## src/hdl/assert_macros.svh

```systemverilog
// assertion macros shared by the sampler rtl
// no dependencies; included inside module bodies
`ifndef ASSERT_MACROS_SVH
`define ASSERT_MACROS_SVH

// property must hold at every clock edge outside reset
`define ASSERT_AT(lbl, clk, rst_n, prop, msg) \
  lbl: assert property (@(posedge clk) disable iff (!rst_n) prop) else $error(msg);

// expression must never be true outside reset
`define ASSERT_NEVER_AT(lbl, clk, rst_n, expr, msg) \
  lbl: assert property (@(posedge clk) disable iff (!rst_n) !(expr)) else $error(msg);

`endif

```

## src/hdl/cbps_pkg.sv

```systemverilog
// shared widths, constants and types of the channel busy sampler
// no dependencies
package cbps_pkg;

  localparam int TIME_W  = 40;
  localparam int CNT_W   = 48;
  localparam int SHARE_W = 16;
  localparam int BUSY_W  = 10;
  localparam int MIN_W   = 16;

  localparam logic [BUSY_W-1:0] BUSY_MAX         = 10'd1000;
  localparam logic [MIN_W-1:0]  MIN_INTERVAL_RST = 16'd1000;

  // status of the serial divider
  typedef struct packed {
    logic busy;
    logic done;
  } div_stat_t;

endpackage

```

## src/hdl/cbps_sdiv.sv

```systemverilog
// bit-serial restoring divider, one quotient bit per cycle, saturated quotient
// depends on cbps_pkg and assert_macros.svh
`include "assert_macros.svh"

module cbps_sdiv (
  input  logic                         clk,
  input  logic                         rst_n,
  input  logic                         start,
  input  logic [cbps_pkg::CNT_W-1:0]   dividend,
  input  logic [cbps_pkg::TIME_W-1:0]  divisor,
  output cbps_pkg::div_stat_t          stat,
  output logic [cbps_pkg::SHARE_W-1:0] quotient
);
  import cbps_pkg::*;

  localparam int STEP_W = $clog2(CNT_W);
  localparam logic [STEP_W-1:0] LAST_STEP = STEP_W'(CNT_W - 1);

  logic                busy_r, busy_nxt;
  logic                done_r, done_nxt;
  logic [STEP_W-1:0]   step_r, step_nxt;
  logic [CNT_W-1:0]    dvd_r, dvd_nxt;
  logic [TIME_W-1:0]   dvs_r, dvs_nxt;
  logic [TIME_W-1:0]   rem_r, rem_nxt;
  logic [SHARE_W-1:0]  q_r, q_nxt;
  logic                ovf_r, ovf_nxt;

  logic [TIME_W:0]     trial;
  logic [TIME_W+1:0]   diff;
  logic                fits;

  // trial subtract of the shifted remainder
  assign trial = {rem_r, dvd_r[CNT_W-1]};
  assign diff  = {1'b0, trial} - {2'b00, dvs_r};
  assign fits  = ~diff[TIME_W+1];

  // step sequencing and shift registers
  always_comb begin
    busy_nxt = busy_r;
    done_nxt = 1'b0;
    step_nxt = step_r;
    dvd_nxt  = dvd_r;
    dvs_nxt  = dvs_r;
    rem_nxt  = rem_r;
    q_nxt    = q_r;
    ovf_nxt  = ovf_r;
    if (start && !busy_r) begin
      busy_nxt = 1'b1;
      step_nxt = '0;
      dvd_nxt  = dividend;
      dvs_nxt  = divisor;
      rem_nxt  = '0;
      q_nxt    = '0;
      ovf_nxt  = 1'b0;
    end else if (busy_r) begin
      dvd_nxt = {dvd_r[CNT_W-2:0], 1'b0};
      rem_nxt = fits ? diff[TIME_W-1:0] : trial[TIME_W-1:0];
      q_nxt   = {q_r[SHARE_W-2:0], fits};
      // any bit leaving the top means the quotient exceeds the share range
      ovf_nxt = ovf_r | q_r[SHARE_W-1];
      step_nxt = step_r + STEP_W'(1);
      if (step_r == LAST_STEP) begin
        busy_nxt = 1'b0;
        done_nxt = 1'b1;
      end
    end
  end

  always_ff @(posedge clk) begin
    if (!rst_n) begin
      busy_r <= 1'b0;
      done_r <= 1'b0;
      step_r <= '0;
    end else begin
      busy_r <= busy_nxt;
      done_r <= done_nxt;
      step_r <= step_nxt;
    end
  end

  always_ff @(posedge clk) begin
    dvd_r <= dvd_nxt;
    dvs_r <= dvs_nxt;
    rem_r <= rem_nxt;
    q_r   <= q_nxt;
    ovf_r <= ovf_nxt;
  end

  // saturated result
  assign quotient  = ovf_r ? {SHARE_W{1'b1}} : q_r;
  assign stat.busy = busy_r;
  assign stat.done = done_r;

  `ASSERT_NEVER_AT(a_start_while_busy, clk, rst_n, start && busy_r, "divider started while busy")
  `ASSERT_AT(a_done_single, clk, rst_n, done_r |=> !done_r, "divider done held more than a cycle")
endmodule

```

## src/hdl/channel_busy_permille_sampler_unit.sv

```systemverilog
// channel busy sampler top: apb register, baseline store, lane sequencer
// baseline and too-soon requests go from the check straight to the output register;
// a reported sample first runs the divider once per lane (tx, rx, ext), then the sum
// a new request is taken only once the result is loaded; 48-step divider per lane
// reset: synchronous active-low rst_n clears baseline, min interval to 1000, no output
// depends on cbps_pkg, cbps_sdiv and assert_macros.svh
`include "assert_macros.svh"

module channel_busy_permille_sampler_unit (
  input  logic                         clk,
  input  logic                         rst_n,
  // request channel
  input  logic                         in_valid,
  output logic                         in_ready,
  input  logic [cbps_pkg::TIME_W-1:0]  in_now_ms,
  input  logic [cbps_pkg::CNT_W-1:0]   in_tx_total_us,
  input  logic [cbps_pkg::CNT_W-1:0]   in_rx_total_us,
  input  logic [cbps_pkg::CNT_W-1:0]   in_ext_total_us,
  // result channel
  output logic                         out_valid,
  input  logic                         out_ready,
  output logic                         out_reported,
  output logic [cbps_pkg::BUSY_W-1:0]  out_busy_permille,
  output logic [cbps_pkg::SHARE_W-1:0] out_rx_share,
  output logic [cbps_pkg::SHARE_W-1:0] out_ext_share,
  output logic [cbps_pkg::SHARE_W-1:0] out_tx_share,
  // configuration port
  input  logic                         cfg_psel,
  input  logic                         cfg_penable,
  input  logic                         cfg_pwrite,
  input  logic [2:0]                   cfg_paddr,
  input  logic [31:0]                  cfg_pwdata,
  output logic [31:0]                  cfg_prdata,
  output logic                         cfg_pready
);
  import cbps_pkg::*;

  localparam logic [0:0] REG_MIN_INTERVAL = 1'b0;

  localparam logic [2:0] ST_IDLE  = 3'd0;
  localparam logic [2:0] ST_CHECK = 3'd1;
  localparam logic [2:0] ST_START = 3'd2;
  localparam logic [2:0] ST_DIV   = 3'd3;
  localparam logic [2:0] ST_SUM   = 3'd4;
  localparam logic [2:0] ST_FIN   = 3'd5;

  localparam logic [1:0] LANE_TX  = 2'd0;
  localparam logic [1:0] LANE_RX  = 2'd1;
  localparam logic [1:0] LANE_EXT = 2'd2;

  logic [2:0]          state_r, state_nxt;
  logic [1:0]          lane_r, lane_nxt;
  logic [MIN_W-1:0]    min_int_r;

  logic [TIME_W-1:0]   base_time_r, base_time_nxt;
  logic [CNT_W-1:0]    base_tx_r, base_tx_nxt;
  logic [CNT_W-1:0]    base_rx_r, base_rx_nxt;
  logic [CNT_W-1:0]    base_ext_r, base_ext_nxt;

  logic [TIME_W-1:0]   cur_now_r;
  logic [CNT_W-1:0]    cur_tx_r, cur_rx_r, cur_ext_r;
  logic [TIME_W-1:0]   interval_r, interval_nxt;
  logic [SHARE_W-1:0]  tx_sh_r, rx_sh_r, ext_sh_r;
  logic [SHARE_W-1:0]  tx_sh_nxt, rx_sh_nxt, ext_sh_nxt;
  logic                res_rep_r, res_rep_nxt;
  logic [BUSY_W-1:0]   res_busy_r, res_busy_nxt;

  logic                out_valid_r, out_valid_nxt;
  logic                out_rep_r;
  logic [BUSY_W-1:0]   out_busy_r;
  logic [SHARE_W-1:0]  out_tx_r, out_rx_r, out_ext_r;

  logic                in_acc, out_load, cfg_wr;
  logic [TIME_W:0]     gap;
  logic                too_soon;
  logic [CNT_W-1:0]    lane_cur, lane_base, delta;
  logic [CNT_W:0]      lane_diff;
  logic [SHARE_W+1:0]  busy_sum;
  logic                div_start;
  div_stat_t           div_stat;
  logic [SHARE_W-1:0]  div_q;

  assign in_ready = (state_r == ST_IDLE);
  assign in_acc   = in_valid && in_ready;

  // configuration register
  assign cfg_pready = 1'b1;
  assign cfg_wr     = cfg_psel && cfg_penable && cfg_pwrite && (cfg_paddr[2] == REG_MIN_INTERVAL);
  assign cfg_prdata = (cfg_paddr[2] == REG_MIN_INTERVAL) ? {16'd0, min_int_r} : 32'd0;

  always_ff @(posedge clk) begin
    if (!rst_n) begin
      min_int_r <= MIN_INTERVAL_RST;
    end else if (cfg_wr) begin
      min_int_r <= cfg_pwdata[MIN_W-1:0];
    end
  end

  // elapsed time and minimum gap check
  assign gap      = {1'b0, cur_now_r} - {1'b0, base_time_r};
  assign too_soon = gap[TIME_W] || (gap[TIME_W-1:0] == '0)
                    || (gap[TIME_W-1:0] < {{(TIME_W-MIN_W){1'b0}}, min_int_r});

  // counter delta of the current lane, zero when the counter went backwards
  always_comb begin
    case (lane_r)
      LANE_TX: begin
        lane_cur  = cur_tx_r;
        lane_base = base_tx_r;
      end
      LANE_RX: begin
        lane_cur  = cur_rx_r;
        lane_base = base_rx_r;
      end
      LANE_EXT: begin
        lane_cur  = cur_ext_r;
        lane_base = base_ext_r;
      end
      default: begin
        lane_cur  = '0;
        lane_base = '0;
      end
    endcase
  end

  assign lane_diff = {1'b0, lane_cur} - {1'b0, lane_base};
  assign delta     = lane_diff[CNT_W] ? '0 : lane_diff[CNT_W-1:0];
  assign div_start = (state_r == ST_START);

  cbps_sdiv u_sdiv (
    .clk      (clk),
    .rst_n    (rst_n),
    .start    (div_start),
    .dividend (delta),
    .divisor  (interval_r),
    .stat     (div_stat),
    .quotient (div_q)
  );

  // busy share sum, clamped to BUSY_MAX in the sum state
  assign busy_sum = {2'b00, tx_sh_r} + {2'b00, rx_sh_r} + {2'b00, ext_sh_r};

  assign out_load = (state_r == ST_FIN) && (!out_valid_r || out_ready);

  // request sequencer
  always_comb begin
    state_nxt     = state_r;
    lane_nxt      = lane_r;
    base_time_nxt = base_time_r;
    base_tx_nxt   = base_tx_r;
    base_rx_nxt   = base_rx_r;
    base_ext_nxt  = base_ext_r;
    interval_nxt  = interval_r;
    tx_sh_nxt     = tx_sh_r;
    rx_sh_nxt     = rx_sh_r;
    ext_sh_nxt    = ext_sh_r;
    res_rep_nxt   = res_rep_r;
    res_busy_nxt  = res_busy_r;
    case (state_r)
      ST_IDLE: begin
        if (in_acc) begin
          state_nxt = ST_CHECK;
        end
      end
      ST_CHECK: begin
        res_rep_nxt  = 1'b0;
        res_busy_nxt = '0;
        interval_nxt = gap[TIME_W-1:0];
        lane_nxt     = LANE_TX;
        if (base_time_r == '0) begin
          // no baseline yet: take this request as baseline
          base_time_nxt = cur_now_r;
          base_tx_nxt   = cur_tx_r;
          base_rx_nxt   = cur_rx_r;
          base_ext_nxt  = cur_ext_r;
          state_nxt     = ST_FIN;
        end else if (too_soon) begin
          state_nxt = ST_FIN;
        end else begin
          state_nxt = ST_START;
        end
      end
      ST_START: begin
        state_nxt = ST_DIV;
      end
      ST_DIV: begin
        if (div_stat.done) begin
          case (lane_r)
            LANE_TX:  tx_sh_nxt  = div_q;
            LANE_RX:  rx_sh_nxt  = div_q;
            LANE_EXT: ext_sh_nxt = div_q;
            default:  tx_sh_nxt  = tx_sh_r;
          endcase
          if (lane_r == LANE_EXT) begin
            state_nxt = ST_SUM;
          end else begin
            lane_nxt  = lane_r + 2'd1;
            state_nxt = ST_START;
          end
        end
      end
      ST_SUM: begin
        res_rep_nxt   = 1'b1;
        res_busy_nxt  = (busy_sum > {8'd0, BUSY_MAX}) ? BUSY_MAX : busy_sum[BUSY_W-1:0];
        base_time_nxt = cur_now_r;
        base_tx_nxt   = cur_tx_r;
        base_rx_nxt   = cur_rx_r;
        base_ext_nxt  = cur_ext_r;
        state_nxt     = ST_FIN;
      end
      ST_FIN: begin
        if (out_load) begin
          state_nxt = ST_IDLE;
        end
      end
      default: begin
        state_nxt = ST_IDLE;
      end
    endcase
  end

  assign out_valid_nxt = (out_valid_r && !out_ready) || out_load;

  always_ff @(posedge clk) begin
    if (!rst_n) begin
      state_r     <= ST_IDLE;
      lane_r      <= LANE_TX;
      out_valid_r <= 1'b0;
      base_time_r <= '0;
      base_tx_r   <= '0;
      base_rx_r   <= '0;
      base_ext_r  <= '0;
    end else begin
      state_r     <= state_nxt;
      lane_r      <= lane_nxt;
      out_valid_r <= out_valid_nxt;
      base_time_r <= base_time_nxt;
      base_tx_r   <= base_tx_nxt;
      base_rx_r   <= base_rx_nxt;
      base_ext_r  <= base_ext_nxt;
    end
  end

  // request capture and working payload
  always_ff @(posedge clk) begin
    if (in_acc) begin
      cur_now_r <= in_now_ms;
      cur_tx_r  <= in_tx_total_us;
      cur_rx_r  <= in_rx_total_us;
      cur_ext_r <= in_ext_total_us;
    end
    interval_r <= interval_nxt;
    tx_sh_r    <= tx_sh_nxt;
    rx_sh_r    <= rx_sh_nxt;
    ext_sh_r   <= ext_sh_nxt;
    res_rep_r  <= res_rep_nxt;
    res_busy_r <= res_busy_nxt;
  end

  // output register, zero fields when nothing is reported
  always_ff @(posedge clk) begin
    if (out_load) begin
      out_rep_r  <= res_rep_r;
      out_busy_r <= res_busy_r;
      out_tx_r   <= res_rep_r ? tx_sh_r  : '0;
      out_rx_r   <= res_rep_r ? rx_sh_r  : '0;
      out_ext_r  <= res_rep_r ? ext_sh_r : '0;
    end
  end

  assign out_valid         = out_valid_r;
  assign out_reported      = out_rep_r;
  assign out_busy_permille = out_busy_r;
  assign out_rx_share      = out_rx_r;
  assign out_ext_share     = out_ext_r;
  assign out_tx_share      = out_tx_r;

  `ASSERT_AT(a_accept_to_check, clk, rst_n, in_acc |=> (state_r == ST_CHECK), "accepted request not checked")
  `ASSERT_AT(a_quiet_zero, clk, rst_n, (out_valid_r && !out_rep_r) |-> ((out_busy_r == '0) && (out_tx_r == '0) && (out_rx_r == '0) && (out_ext_r == '0)), "unreported result has nonzero fields")
  `ASSERT_AT(a_busy_clamp, clk, rst_n, out_valid_r |-> (out_busy_r <= BUSY_MAX), "busy permille above clamp")
  `ASSERT_AT(a_div_in_seq, clk, rst_n, div_stat.busy |-> (state_r == ST_DIV), "divider busy out of sequence")
endmodule
```

## config.mk

```make
export PLATFORM = sky130hd
export DESIGN_NAME = channel_busy_permille_sampler_unit
export DESIGN_NICKNAME = d
export VERILOG_FILES = /design/src/hdl/cbps_pkg.sv /design/src/hdl/cbps_sdiv.sv /design/src/hdl/channel_busy_permille_sampler_unit.sv
export VERILOG_INCLUDE_DIRS = /design/src /design/src/hdl
export SDC_FILE = /design/constraint.sdc
export NUM_CORES = 1
export LEC_CHECK = 0
export BUFFER_PORTS_ARGS = -buffer_cell sky130_fd_sc_hd__buf_2
export CAP_MARGIN = 20
export CORE_MARGIN = 1
export CORE_UTILIZATION = 60
export CTS_CLUSTER_SIZE = 14
export DETAILED_ROUTE_END_ITERATION = 12
export PLACE_DENSITY_LB_ADDON = 0.05
export SETUP_SLACK_MARGIN = 0.15
export SLEW_MARGIN = 20
export SYNTH_ARGS = -nofsm -noshare
export SYNTH_HDL_FRONTEND = slang
export SYNTH_SLANG_ARGS = --single-unit
```

## constraint.sdc

```tcl
create_clock -name clk -period 7.7 [get_ports clk]
set_clock_uncertainty 0.15 [all_clocks]
set_input_delay 0.385 -clock clk [delete_from_list [all_inputs] [get_ports clk]]
set_output_delay 0.385 -clock clk [all_outputs]
set_load 0.03 [all_outputs]
```

==> metrics.yaml <==
power:
  switching_share_pct: 38.9
  power_leakage_nw: 15.5
  power_mw: 16.0
  p_switching_mw: 6.21
  power_frac_seq_pct: 37.2
  clkPwrFrac_pct: 21.5
  power_density_nw_per_um2: 392
  internal_power_mw: 9.76
  peakVddDrop_mv: 0.328
  pwr-share-comb_pct: 41.3
grt:
  globalRouteOverflowTotal: 0
  globalRoute.busiestLayer: "met2"
  grt_use_met2_pct: 44.3
  grt_max_degree: 130
  use_met1_pct: 37.0
  grt_pass1_wl_mm: 130
  grt_pass1_vias: 25895
  met3_usage_pct: 3.97
  grt_use_total_pct: 27.0
  grt_antenna_before_repair: 3
synth:
  ys.flop_type: "edfxtp_1"
  synth-edff-count: 430
  synthCells: 3318
  syn_area_um2: 34400
  synthArstFlopShare_pct: 0
  yosysSeqAreaShare_pct: 53.2
  ys.warnings.count: 0
  ys_types: 78
  syn_area_per_cell_um2: 10.4
  synth-seq-cells: 701
sta:
  fmax_ghz: 0.159
  hold_viol_final: 0
  drv_slew: 0
  rsz0062_at_grt: "no"
  worst_slew_pin_slew_ns: 1.10
  period_needed_ns: 6.29
  slew-limit-headroom_pct: 25.8
  finalSetupViolations: 0
  period_share_pct: 81.7
  tns_ns: 0
hold_path:
  holdCritStartpoint: "out_ready"
  holdCritPathClass: "in2reg"
  holdPathEnd: "out_valid"
  hold_depth: 3
route:
  first_pass_iters: 9
  wl_per_cell_um: 17.8
  viasPerCell: 5.88
  initialDrtViolationCount: 2289
  drt_wl_total_mm: 80.8
  antenna_left: 0
  drc: 0
  via_count: 26637
cts:
  cts_setup_buffers: 0
  clockBufferDepth: 3
  cts_tree: "yes"
  cts_sinks: 701
  htree_levels: 3
  clock-root-buffer: "clkbuf_16"
  ctsHoldBuffers: 200
  clkTransAtPathRegs_ns: 0.06
  post_cts_resized: 0
  clkLatencyLatePin_ns: 0.61
  cts_buffers: 71
worst_setup_path:
  max_stage_delay_ns: 0.66
  path_cells: "inv_1 -> ha_4 -> buf_4 -> a222oi_1 -> or2_2 -> ha_1 -> a21o_1 -> a221oi_1 -> nand2_1 -> a221oi_1 -> o21ai_1 -> o41a_1 -> a31o_2 -> a2111o_1 -> o21ai_4 -> buf_4 -> nor2_1 -> a32o_1"
  path_buf_inv: 3
  r2r-start: "lane_r[0]"
  ff2ff_path_depth: 18
  worstPathArrival_ns: 6.51
  end_kind: "register"
  path_delay_family: "compound AO/OA/AOI/OAI gates"
  worstSetupStartpointType: "register"
  crit_type: "reg2reg"
  path_max_fanout: 61
  rr_endpoint: "u_sdiv.dvd_r[19]"
  regToRegSetupSlack_ns: 1.41
  crit_required_ns: 7.92
  slowest_stage: "ha_4"
finish:
  drive_gt1_share_pct: 13.6
  final_net_count: 4122
  fin_util_pct: 71.9
  n_fill_cell: 4055
  syn_to_final_growth_pct: 18.1
floorplan:
  die-area_um2: 58400
  num_rows: 87
  core_um2: 56600
  io_pins: 320
  initial_core_util_pct: 60.8
  die_height_um: 242
  dieWidth_um: 242
place:
  gp_congestion: 0.933
  io_buffers: 284
  dp_hpwl_mm: 53.6
run_status:
  status: "completed"
job:
  max_cap_viol_count: 0
[layer usage]
layer  wire length, um  share of wire [%]
met5                 0                  0
met1             36000                 45
met2             37800                 47
met4              2030                2.5
met3              4940                6.1
[metrics by stage]
step | setup slack (ns) | area (um2) | hold slack (ns) | std cells
after floorplan | 1.33 | 34500 | 0.250 | 3333
after global placement | 1.58 | 36300 | 0.256 | 4194
after detailed placement | 1.51 | 36300 | 0.255 | 4194
after CTS | 1.47 | 40600 | 0.0812 | 4526
after global routing | 1.06 | 40700 | 0.135 | 4530
final | 1.41 | 40700 | 0.116 | 4530
[worst max-delay path by stage]
stage	from	endpoint	slack, ns	cells after the start
floorplan	state_r[1]	cur_ext_r[0]	1.33	4
global placement	lane_r[0]	u_sdiv.dvd_r[19]	1.58	18
finish	lane_r[0]	u_sdiv.dvd_r[19]	1.41	18
global route	lane_r[0]	u_sdiv.dvd_r[19]	1.06	18
detailed placement	lane_r[0]	u_sdiv.dvd_r[19]	1.51	18
CTS	lane_r[0]	u_sdiv.dvd_r[19]	1.47	18
[registers in the layout, indices dropped and copies added, names as in the netlist, 40 cells and up]
name and cells:
u_sdiv.rem_r 40, u_sdiv.dvs_r 40, base_ext_r 48, interval_r 40, base_tx_r 48, u_sdiv.dvd_r 48, cur_now_r 40, cur_rx_r 48
base_rx_r 48, cur_tx_r 48, base_time_r 40, cur_ext_r 48
[cell usage in the layout (no fill, tap or decap), types with 56 or more instances in the layout]
cell / netlist / final
nand2_1: 582 / 581
edfxtp_1: 430 / 430
buf_2: 4 / 283
dfxtp_1: 271 / 270
dlygate4sd3_1: 0 / 200
a21boi_0: 199 / 199
ha_1: 163 / 159
nor2_1: 159 / 158
a21oi_1: 157 / 155
inv_1: 151 / 149
o21ai_0: 117 / 117
a222oi_1: 96 / 96
clkbuf_16: 0 / 75
or2_2: 70 / 70
and2_1: 67 / 66
xor2_1: 63 / 63
xnor2_1: 56 / 56
[cells by family (layout without fill, tap and decap cells)]
family / count (synthesis) / in the layout / share of synthesized area (%)
adder cells (fa/ha/maj): 183 / 183 / 7.08
AO/OA/AOI/OAI: 875 / 875 / 18.2
buffers and inverters: 351 / 790 / 4.03
multiplexers: 2 / 2 / 0.0581
XOR/XNOR: 119 / 119 / 3.03
AND/OR/NAND/NOR: 1085 / 1085 / 14.3
flip-flops: 701 / 701 / 53.2
other: 2 / 19 / 0.0218
[Yosys cell counts, types with 14 or more instances]
cell type	count	area, um2
nand2_1	582	2180
and2_1	67	419
nand2b_1	25	156
a32oi_1	14	123
or2_2	70	438
a211oi_1	14	105
nor3_1	29	145
nand3_1	24	120
nor2b_1	27	169
o21a_1	25	188
ha_1	163	2040
a31oi_1	16	100
buf_4	17	128
dfxtp_1	271	5430
edfxtp_1	430	12900
fa_1	20	400
xor2_1	63	552
xnor2_1	56	490
a21o_1	47	353
o31ai_1	37	278
nand4_1	32	200
o21ai_0	117	586
a21boi_0	199	1490
inv_1	151	567
nor2_1	159	597
a21oi_1	157	786
a222oi_1	96	961
a22o_1	46	403
clkbuf_1	171	642
o211ai_1	16	120
nor4_1	23	144
[power by group through the flow]
stage / logic, mW / clock network [mW] / registers [mW]
final: 6.59 / 3.43 / 5.94
after global routing: 7.26 / 3.64 / 6.06
after CTS: 6.45 / 3.48 / 5.95
after detailed placement: 6.34 / 0 / 6.02
after global placement: 6.13 / 0 / 5.97
after floorplan: 4.79 / 0 / 5.89
[worst reg2reg max path: cells and delay by family, from the launching register on]
family / cells / cell delay, ns
adders and majority gates: 2 / 1.03
buffers and inverters: 3 / 1.06
and+or+nand+nor: 3 / 0.68
AOI/OAI and AO/OA: 10 / 2.78
DFF: 1 / 0.35
[layout make-up]
| class | count | area (um2) | share of cell area (%) |
|---|---|---|---|
| Clock inverter | 34 | 284 | 0.698 |
| Sequential cell | 701 | 18300 | 45.1 |
| Antenna cell | 2 | 5.00 | 0.0123 |
| Inverter | 151 | 567 | 1.39 |
| Multi-Input combinational cell | 2281 | 14900 | 36.6 |
| Clock buffer | 98 | 2050 | 5.05 |
| Timing Repair Buffer | 507 | 3620 | 8.89 |
| Tap cell | 756 | 946 | 2.32 |
Power figures use the tool's default switching activity.
